### src/rtl/mfhp_pkg.sv
// ----------------------------------------------------------------------------
// MQTT fixed header parser package
// Shared constants, result type and length helpers.
// ----------------------------------------------------------------------------
package mfhp_pkg;

  // Longest remaining-length varint, in bytes (1 to 4).
  localparam int unsigned MAX_LEN_BYTES = 4;
  // Seven-bit groups that a 28-bit remaining length can hold.
  localparam int unsigned LEN_GROUPS = 4;
  // Depth of the result queue.
  localparam int unsigned QDEPTH = 3;

  // Control packet types.
  localparam logic [3:0] T_RESERVED0   = 4'd0;
  localparam logic [3:0] T_CONNECT     = 4'd1;
  localparam logic [3:0] T_PUBLISH     = 4'd3;
  localparam logic [3:0] T_PUBREL      = 4'd6;
  localparam logic [3:0] T_SUBSCRIBE   = 4'd8;
  localparam logic [3:0] T_UNSUBSCRIBE = 4'd10;
  localparam logic [3:0] T_PINGREQ     = 4'd12;
  localparam logic [3:0] T_PINGRESP    = 4'd13;
  localparam logic [3:0] T_DISCONNECT  = 4'd14;
  localparam logic [3:0] T_RESERVED15  = 4'd15;

  // Result status codes.
  localparam logic [2:0] ST_OK       = 3'd0;
  localparam logic [2:0] ST_RESERVED = 3'd1;
  localparam logic [2:0] ST_TYPE     = 3'd2;
  localparam logic [2:0] ST_LENGTH   = 3'd3;
  localparam logic [2:0] ST_VARINT   = 3'd4;

  typedef struct packed {
    logic [2:0]  status;
    logic [27:0] decoded_len;
    logic [27:0] pay_len;
    logic [16:0] var_len;
    logic [2:0]  fixed_len;
    logic [1:0]  qos_level;
    logic [3:0]  packet_type;
  } res_t;

  // Fixed header length: one type byte plus the minimal varint length.
  function automatic logic [2:0] fixed_len_of(input logic [27:0] v);
    logic [2:0] n;
    n = 3'd1;
    for (int i = 1; i < LEN_GROUPS; i++) begin
      if ((v >= (28'd1 << (7 * i))) && (n < 3'(MAX_LEN_BYTES))) begin
        n = n + 3'd1;
      end
    end
    return n + 3'd1;
  endfunction

endpackage

### src/rtl/mfhp_parse_core.sv
// ----------------------------------------------------------------------------
// MQTT fixed header parser core
// Header state and the per-byte decode that yields at most one result.
// ----------------------------------------------------------------------------
module mfhp_parse_core (
  input  logic          clk,
  input  logic          rst_n,
  input  logic          item_valid,
  input  logic [7:0]    rx_byte,
  input  logic          pkt_start,
  output logic          res_valid,
  output mfhp_pkg::res_t res
);
  import mfhp_pkg::*;

  typedef enum logic [3:0] {
    PH_IDLE     = 4'b0001,
    PH_LEN      = 4'b0010,
    PH_TOPIC_HI = 4'b0100,
    PH_TOPIC_LO = 4'b1000
  } phase_t;

  phase_t      phase_r, phase_nxt;
  logic [3:0]  type_r, type_nxt;
  logic [3:0]  flags_r, flags_nxt;
  logic [27:0] len_acc_r, len_acc_nxt;
  logic [2:0]  cnt_r, cnt_nxt;
  logic [7:0]  topic_hi_r, topic_hi_nxt;

  logic [4:0]  shamt;
  logic [27:0] sum_acc;
  logic [2:0]  cnt_inc;
  logic [1:0]  qos;
  logic [16:0] id_len;
  logic [16:0] topic_var;
  logic [16:0] type_var;
  logic [3:0]  type_need;
  logic [2:0]  type_st;
  logic [27:0] fin_r;
  logic [16:0] fin_var;
  logic [2:0]  fin_st0;
  logic [2:0]  fin_fix;
  logic        fin_over;
  logic [27:0] fin_pay;

  always_comb begin
    case (cnt_r[1:0])
      2'd0:    shamt = 5'd0;
      2'd1:    shamt = 5'd7;
      2'd2:    shamt = 5'd14;
      default: shamt = 5'd21;
    endcase
    sum_acc   = len_acc_r + (28'(rx_byte[6:0]) << shamt);
    cnt_inc   = cnt_r + 3'd1;
    qos       = (type_r == T_PUBLISH) ? flags_r[2:1] : 2'd0;
    id_len    = ((qos == 2'd1) || (qos == 2'd2)) ? 17'd2 : 17'd0;
    topic_var = 17'({topic_hi_r, rx_byte}) + 17'd2 + id_len;

    // Variable header length and reserved flag nibble for non-PUBLISH types.
    type_var  = 17'd2;
    type_need = 4'h0;
    type_st   = ST_OK;
    case (type_r)
      T_CONNECT: begin
        type_var = 17'd10;
      end
      T_PUBREL, T_SUBSCRIBE, T_UNSUBSCRIBE: begin
        type_need = 4'h2;
      end
      T_PINGREQ, T_PINGRESP, T_DISCONNECT: begin
        type_var = 17'd0;
      end
      T_RESERVED0, T_RESERVED15: begin
        type_var = 17'd0;
        type_st  = ST_TYPE;
      end
      default: begin
      end
    endcase
    if ((type_st == ST_OK) && (flags_r != type_need)) begin
      type_st = ST_RESERVED;
    end

    // Shared length check for the end of a header.
    if (phase_r == PH_TOPIC_LO) begin
      fin_r   = len_acc_r;
      fin_var = topic_var;
      fin_st0 = ST_OK;
    end else begin
      fin_r   = sum_acc;
      fin_var = type_var;
      fin_st0 = type_st;
    end
    fin_fix  = fixed_len_of(fin_r);
    fin_over = {12'd0, fin_var} >= ({1'b0, fin_r} + 29'(fin_fix));
    if (!fin_over && ({11'd0, fin_var} < fin_r)) begin
      fin_pay = fin_r - 28'(fin_var);
    end else begin
      fin_pay = 28'd0;
    end

    phase_nxt    = phase_r;
    type_nxt     = type_r;
    flags_nxt    = flags_r;
    len_acc_nxt  = len_acc_r;
    cnt_nxt      = cnt_r;
    topic_hi_nxt = topic_hi_r;
    res_valid    = 1'b0;
    res.packet_type = type_r;
    res.qos_level   = qos;
    res.fixed_len   = fin_fix;
    res.var_len     = fin_var;
    res.pay_len     = fin_pay;
    res.decoded_len = fin_r;
    res.status      = fin_over ? ST_LENGTH : fin_st0;

    if (pkt_start) begin
      type_nxt     = rx_byte[7:4];
      flags_nxt    = rx_byte[3:0];
      len_acc_nxt  = 28'd0;
      cnt_nxt      = 3'd0;
      topic_hi_nxt = 8'd0;
      phase_nxt    = PH_LEN;
    end else begin
      case (phase_r)
        PH_LEN: begin
          len_acc_nxt = sum_acc;
          cnt_nxt     = cnt_inc;
          if (rx_byte[7]) begin
            if (cnt_inc >= 3'(MAX_LEN_BYTES)) begin
              // Continuation on the last allowed length byte: malformed.
              len_acc_nxt     = 28'd0;
              phase_nxt       = PH_IDLE;
              res_valid       = 1'b1;
              res.fixed_len   = 3'd2;
              res.var_len     = 17'd0;
              res.pay_len     = 28'd0;
              res.decoded_len = 28'd0;
              res.status      = ST_VARINT;
            end
          end else if (type_r == T_PUBLISH) begin
            if (sum_acc < 28'd2) begin
              // No room for the topic length bytes.
              phase_nxt   = PH_IDLE;
              res_valid   = 1'b1;
              res.var_len = 17'd2 + id_len;
              res.pay_len = 28'd0;
              res.status  = ST_LENGTH;
            end else begin
              phase_nxt = PH_TOPIC_HI;
            end
          end else begin
            phase_nxt = PH_IDLE;
            res_valid = 1'b1;
          end
        end
        PH_TOPIC_HI: begin
          topic_hi_nxt = rx_byte;
          phase_nxt    = PH_TOPIC_LO;
        end
        PH_TOPIC_LO: begin
          phase_nxt = PH_IDLE;
          res_valid = 1'b1;
        end
        default: begin
          phase_nxt = PH_IDLE;
        end
      endcase
    end
    res_valid = res_valid && item_valid;
  end

  always_ff @(posedge clk) begin
    if (!rst_n) begin
      phase_r    <= PH_IDLE;
      type_r     <= 4'd0;
      flags_r    <= 4'd0;
      len_acc_r  <= 28'd0;
      cnt_r      <= 3'd0;
      topic_hi_r <= 8'd0;
    end else if (item_valid) begin
      phase_r    <= phase_nxt;
      type_r     <= type_nxt;
      flags_r    <= flags_nxt;
      len_acc_r  <= len_acc_nxt;
      cnt_r      <= cnt_nxt;
      topic_hi_r <= topic_hi_nxt;
    end
  end

endmodule

### src/rtl/mfhp_result_queue.sv
// ----------------------------------------------------------------------------
// MQTT fixed header parser result queue
// Small register queue that holds results until the receiver takes them.
// ----------------------------------------------------------------------------
module mfhp_result_queue (
  input  logic           clk,
  input  logic           rst_n,
  input  logic           push,
  input  mfhp_pkg::res_t push_data,
  input  logic           pop,
  output logic           valid,
  output mfhp_pkg::res_t data,
  output logic [1:0]     count
);
  import mfhp_pkg::*;

  res_t       entry_r [QDEPTH];
  logic [1:0] wr_ptr_r, wr_ptr_nxt;
  logic [1:0] rd_ptr_r, rd_ptr_nxt;
  logic [1:0] cnt_r, cnt_nxt;
  logic       do_pop;

  assign valid  = (cnt_r != 2'd0);
  assign data   = entry_r[rd_ptr_r];
  assign count  = cnt_r;
  assign do_pop = pop && valid;

  always_comb begin
    wr_ptr_nxt = wr_ptr_r;
    rd_ptr_nxt = rd_ptr_r;
    if (push) begin
      wr_ptr_nxt = (wr_ptr_r == 2'(QDEPTH - 1)) ? 2'd0 : wr_ptr_r + 2'd1;
    end
    if (do_pop) begin
      rd_ptr_nxt = (rd_ptr_r == 2'(QDEPTH - 1)) ? 2'd0 : rd_ptr_r + 2'd1;
    end
    cnt_nxt = cnt_r + 2'(push) - 2'(do_pop);
  end

  always_ff @(posedge clk) begin
    if (!rst_n) begin
      wr_ptr_r <= 2'd0;
      rd_ptr_r <= 2'd0;
      cnt_r    <= 2'd0;
    end else begin
      wr_ptr_r <= wr_ptr_nxt;
      rd_ptr_r <= rd_ptr_nxt;
      cnt_r    <= cnt_nxt;
    end
  end

  always_ff @(posedge clk) begin
    if (push) begin
      entry_r[wr_ptr_r] <= push_data;
    end
  end

endmodule

### src/rtl/mqtt_fixed_header_parser_top.sv
// ----------------------------------------------------------------------------
// MQTT fixed header parser, top level
// Decodes the fixed header of received MQTT packets, one byte per cycle while in_tready is high.
// ----------------------------------------------------------------------------
// The input stream carries one received byte per request in in_tdata, with
// in_tuser set on the first byte of each packet. For every packet whose
// header completes, one result request appears on the output stream: packet
// type, QoS, fixed header length, variable header length, payload length,
// decoded remaining length and a status code. Bytes after the header, and
// bytes that arrive while no packet is open, produce nothing.
//
// A byte is captured in an input register and decoded in the following
// cycle; the result is then written into the result queue, whose count
// drives out_tvalid. The block takes one byte every cycle while in_tready
// is high: the decode is a single pass of a shift, an add and a compare.
//
// Results go into a three-entry queue. in_tready drops while the queued
// results plus a byte still in the input register reach three, since that
// byte may complete a header. A stalled receiver therefore holds back the
// input once the queue is about to fill, and no result is ever lost.
//
// Reset (rst_n low, synchronous) empties the queue and the input register
// and returns the parser to waiting for a start byte.
module mqtt_fixed_header_parser_top (
  input  logic        clk,
  input  logic        rst_n,
  input  logic        in_tvalid,
  output logic        in_tready,
  input  logic [7:0]  in_tdata,   // [7:0] rx_byte
  input  logic [0:0]  in_tuser,   // [0] pkt_start
  output logic        out_tvalid,
  input  logic        out_tready,
  // [3:0] packet_type, [5:4] qos_level, [8:6] fixed_len, [25:9] var_len,
  // [53:26] pay_len, [81:54] decoded_len, [84:82] status, [87:85] zero
  output logic [87:0] out_tdata
);
  import mfhp_pkg::*;

  logic       s1_valid_r;
  logic [7:0] s1_byte_r;
  logic       s1_start_r;
  logic       in_acc;
  logic       res_valid;
  res_t       res;
  res_t       q_data;
  logic [1:0] q_count;

  // Room check: every result the queue might have to take must fit.
  assign in_tready = ({1'b0, q_count} + {2'b00, s1_valid_r}) <= 3'(QDEPTH - 1);
  assign in_acc    = in_tvalid && in_tready;

  always_ff @(posedge clk) begin
    if (!rst_n) begin
      s1_valid_r <= 1'b0;
    end else begin
      s1_valid_r <= in_acc;
    end
  end

  always_ff @(posedge clk) begin
    if (in_acc) begin
      s1_byte_r  <= in_tdata;
      s1_start_r <= in_tuser[0];
    end
  end

  mfhp_parse_core u_core (
    .clk        (clk),
    .rst_n      (rst_n),
    .item_valid (s1_valid_r),
    .rx_byte    (s1_byte_r),
    .pkt_start  (s1_start_r),
    .res_valid  (res_valid),
    .res        (res)
  );

  mfhp_result_queue u_queue (
    .clk       (clk),
    .rst_n     (rst_n),
    .push      (res_valid),
    .push_data (res),
    .pop       (out_tready),
    .valid     (out_tvalid),
    .data      (q_data),
    .count     (q_count)
  );

  assign out_tdata = {3'b000, q_data.status, q_data.decoded_len, q_data.pay_len,
                      q_data.var_len, q_data.fixed_len, q_data.qos_level,
                      q_data.packet_type};

endmodule

### config.mk
export PLATFORM = sky130hd
export DESIGN_NAME = mqtt_fixed_header_parser_top
export DESIGN_NICKNAME = d
export VERILOG_FILES = /design/src/rtl/mfhp_pkg.sv /design/src/rtl/mfhp_parse_core.sv /design/src/rtl/mfhp_result_queue.sv /design/src/rtl/mqtt_fixed_header_parser_top.sv
export SDC_FILE = /design/constraint.sdc
export NUM_CORES = 1
export LEC_CHECK = 0
export BUFFER_PORTS_ARGS = -buffer_cell sky130_fd_sc_hd__buf_2
export CAP_MARGIN = 15
export CORE_MARGIN = 5
export CORE_UTILIZATION = 30
export CTS_CLUSTER_DIAMETER = 120
export DETAILED_ROUTE_END_ITERATION = 8
export PLACE_DENSITY = 0.47
export SLEW_MARGIN = 0
export SYNTH_ARGS = -nofsm -noshare
export SYNTH_HDL_FRONTEND = slang
export SYNTH_SLANG_ARGS = --single-unit
### constraint.sdc
create_clock -name clk -period 30.2 [get_ports clk]
set_clock_uncertainty 0.15 [all_clocks]
set_input_delay 1.51 -clock clk [delete_from_list [all_inputs] [get_ports clk]]
set_output_delay 1.51 -clock clk [all_outputs]
set_load 0.05 [all_outputs]
==> results.md <==
- Main synth FF type: edfxtp_1
- Largest net degree at the start of global routing: 95
- Setup Viol. Count Final: 0
- CTS-repair resized insts: 0
- CTS root buf: clkbuf_16
- Synth area leader: edfxtp_1
- Power Total: 0.00111 W
- CTS sink count: 324
- Setup Crit Path Kind: flop to flop
- Post-synth top area share: 0.433
- Initial drt markers: 1020
- Share of cells above drive strength 1: 0.142
- Max-Cap Viols: 0
- Io pins: 103
- CTS Buffer Depth: 3
- Slowest stage cell, crit path: nor2_1
- Post-DRT Antenna Nets: 0
- Post-DR vias/cell: between 5 and 6
- Reg-to-Reg Start: u_core.cnt_r[0]
- Slew Viols, Final: 0
- Final nets: between 1.5k and 2k
- YS warnings: 0
- Critical Path RT: ~30000 ps
- Mean post-synth cell area: between 10 and 15 um^2
- Hold Path Stages: 2
- Pwr Density: between 50 and 60 nW/um^2
- Design area: between 20000 and 25000 um^2
- Die H: ~260 um
- RR Endpoint: u_queue.entry_r[1][30]
- Buffers on Ports: a little under 100
- Flop2flop setup slack: 18570 ps
- Crit path DAT: roughly 12000 ps
- Vias in the first global route: around 13k
- Post-synth EDFFs: between 200 and 300
- Synthesized instance count: between 1.5k and 2k
- Fin. Hold Viols: 0
- H-tree Lvls: 2
- Synth Register Bits: approximately 320
- Postcts setup bufs: 0
- Row cnt: 90
- Initial antenna violation count: 0
- Global-route total usage across every layer: 0.149
- Period utilisation layout: 0.385
- IR Drop Worst-Case VDD: roughly 0.027 mV
- Final Critical Period: between 10000 and 15000 ps
- # DRC: 0
- Hold_buf cts: 0
- Register area share after synthesis: 0.498
- Inserted Diodes: 0
- Startpoint Class: flop
- Synth area leaders: edfxtp_1 43%, dfxtp_1 6.6%, mux2i_1 5.7%
- Reg2Reg Depth: 37
- Leak pwr: between 7 and 8 nW
- Worst setup EP type: flop
- CTS tree: built
- Largest stage delay on the critical path: ~750 ps
- DR vias: 13.2k
- Worst setup path start: u_core.cnt_r[0]
- Distinct cell type count after synthesis: 97
- Crit path top cell by count: ha_1
- Pre-antenna DRT Iters: 5
- RSZ-0062 raised after global routing: false
- Asr flop ratio synth: 0
- Fmax: between 0.08 and 0.09 GHz
- Core area: ~60000 um^2
- Initial core utilization: 0.303
- Wire per inst: approximately 20 um
- Status: complete, no violations
- Gr ovfl total: 0
- Clock-pin slew on the worst setup and hold paths: ~60 ps
- Crit-path max FO: 25
- Fill cells: between 6k and 7k
- Synthesized area: around 18000 um^2
- Routed WL: between 50 and 60 mm
- GPL Wtd Cong: between 0.8 and 0.9
- Worst slew margin: 0.246
- Commonest non-fill, non-tap cell in the layout: edfxtp_1
- Placed cell areas: 19600 um^2
- Worst slew pin tran: around 1100 ps
- Die area: around 66000 um^2
- First-pass GRT wire length: a little under 80 mm
- Syn-to-layout area delta: 13.1%
- HP Class: flop to flop
- Hpwl dp: between 30 and 40 mm
- CTS Buf Count: 37
- Setup TNS: 0 ps
- Clk Latency, worst-skew pair: 550 ps
- Crit path to: u_queue.entry_r[1][30]
- Most frequent cells in the layout: 264 x edfxtp_1, 205 x nand2_1, 130 x o21ai_0
- Horiz. Die Dim: 257 um
-- cell families (layout without fill, tap and decap cells) --
| logic type | count (synthesis) | after routing | synth area share |
|---|---|---|---|
| AOI/OAI and AO/OA | 388 | 388 | 0.140 |
| xor gates and xnor gates | 62 | 62 | 0.0296 |
| adders and majority gates | 78 | 78 | 0.0545 |
| buffers and inverters | 150 | 236 | 0.0352 |
| DFF | 324 | 324 | 0.498 |
| muxes | 116 | 116 | 0.0655 |
| other | 1 | 3 | 0.000205 |
| and+or+nand+nor | 610 | 610 | 0.177 |
-- sequential cells by signal, summed over array words and instances (netlist names), named ones only --
name and cells:
s1_start_r 1, u_core.flags_r 4, u_core.type_r 4, u_core.topic_hi_r 8
u_core.phase_r 4, u_queue.rd_ptr_r 2, u_queue.count 2, u_core.cnt_r 3
u_queue.wr_ptr_r 2, u_queue.entry_r 255, s1_valid_r 1, u_core.len_acc_r 28
s1_byte_r 8
-- Yosys cell counts, types with 19 or more instances --
cell type    n
mux2i_1    105
xnor2_1     39
inv_1       51
edfxtp_1   264
nor2b_1     55
clkbuf_1    71
ha_1        75
nand2_1    205
and3_1      20
dfxtp_1     60
nor2_1     102
and2_1      35
nand3_1     35
o21ai_0    131
xor2_1      23
nor3_1      28
a22oi_1     40
a21o_1      19
a21oi_1     60
-- worst min-delay path by stage --
stage	from	slack, ps	to
finish	u_core.flags_r[3]	330	u_core.flags_r[3]
global route	u_core.flags_r[0]	350	u_core.flags_r[0]
CTS	u_core.flags_r[0]	330	u_core.flags_r[0]
detailed placement	u_core.flags_r[0]	320	u_core.flags_r[0]
global placement	u_core.flags_r[3]	310	u_core.flags_r[3]
floorplan	u_core.flags_r[0]	290	u_core.flags_r[0]
-- stage by stage --
step | instances | hold slack (ps) | utilization | worst slack [ps]
after floorplan | 1731 | 293 | - | 18460
after global placement | 2534 | 307 | 0.324 | 19090
after detailed placement | 2534 | 316 | 0.324 | 18640
after CTS | 2599 | 325 | 0.343 | 18600
after global routing | 2599 | 351 | 0.343 | 17580
final | 2599 | 325 | 0.343 | 18570
-- where the power goes --
part	internal, W	total, W	switching (W)
registers	0.000495	0.000507	0.0000121
clock network	0.000252	0.000431	0.000179
logic	0.0000572	0.000176	0.000119
total	0.000804	0.00111	0.000310
-- worst max-delay path: cells and delay by family, from the launching register on --
kind | cells | cell delay (ps)
fa+ha+maj | 5 | 2220
xor+xnor | 2 | 410
buf+inv | 1 | 250
simple gates | 15 | 4860
mux | 2 | 1080
flops | 1 | 340
compound gates | 12 | 2000
-- layer usage --
layer  track usage  share of wire  wire [um]
met1         0.208           0.47      23800
met2         0.245           0.47      23900
met3        0.0188          0.037       1900
met4        0.0443          0.027       1360
met5             0              0          0
-- final cells by class --
class	count	area [um^2]	share of cell area
Clock inverter	17	163	0.00785
Sequential cell	324	9140	0.441
Clock buffer	48	998	0.0482
Tap cell	782	978	0.0472
Timing Repair Buffer	119	646	0.0311
Inverter	52	195	0.00942
Multi-Input combinational cell	1257	8610	0.415
Note: power is estimated with default switching activity, not from simulation.
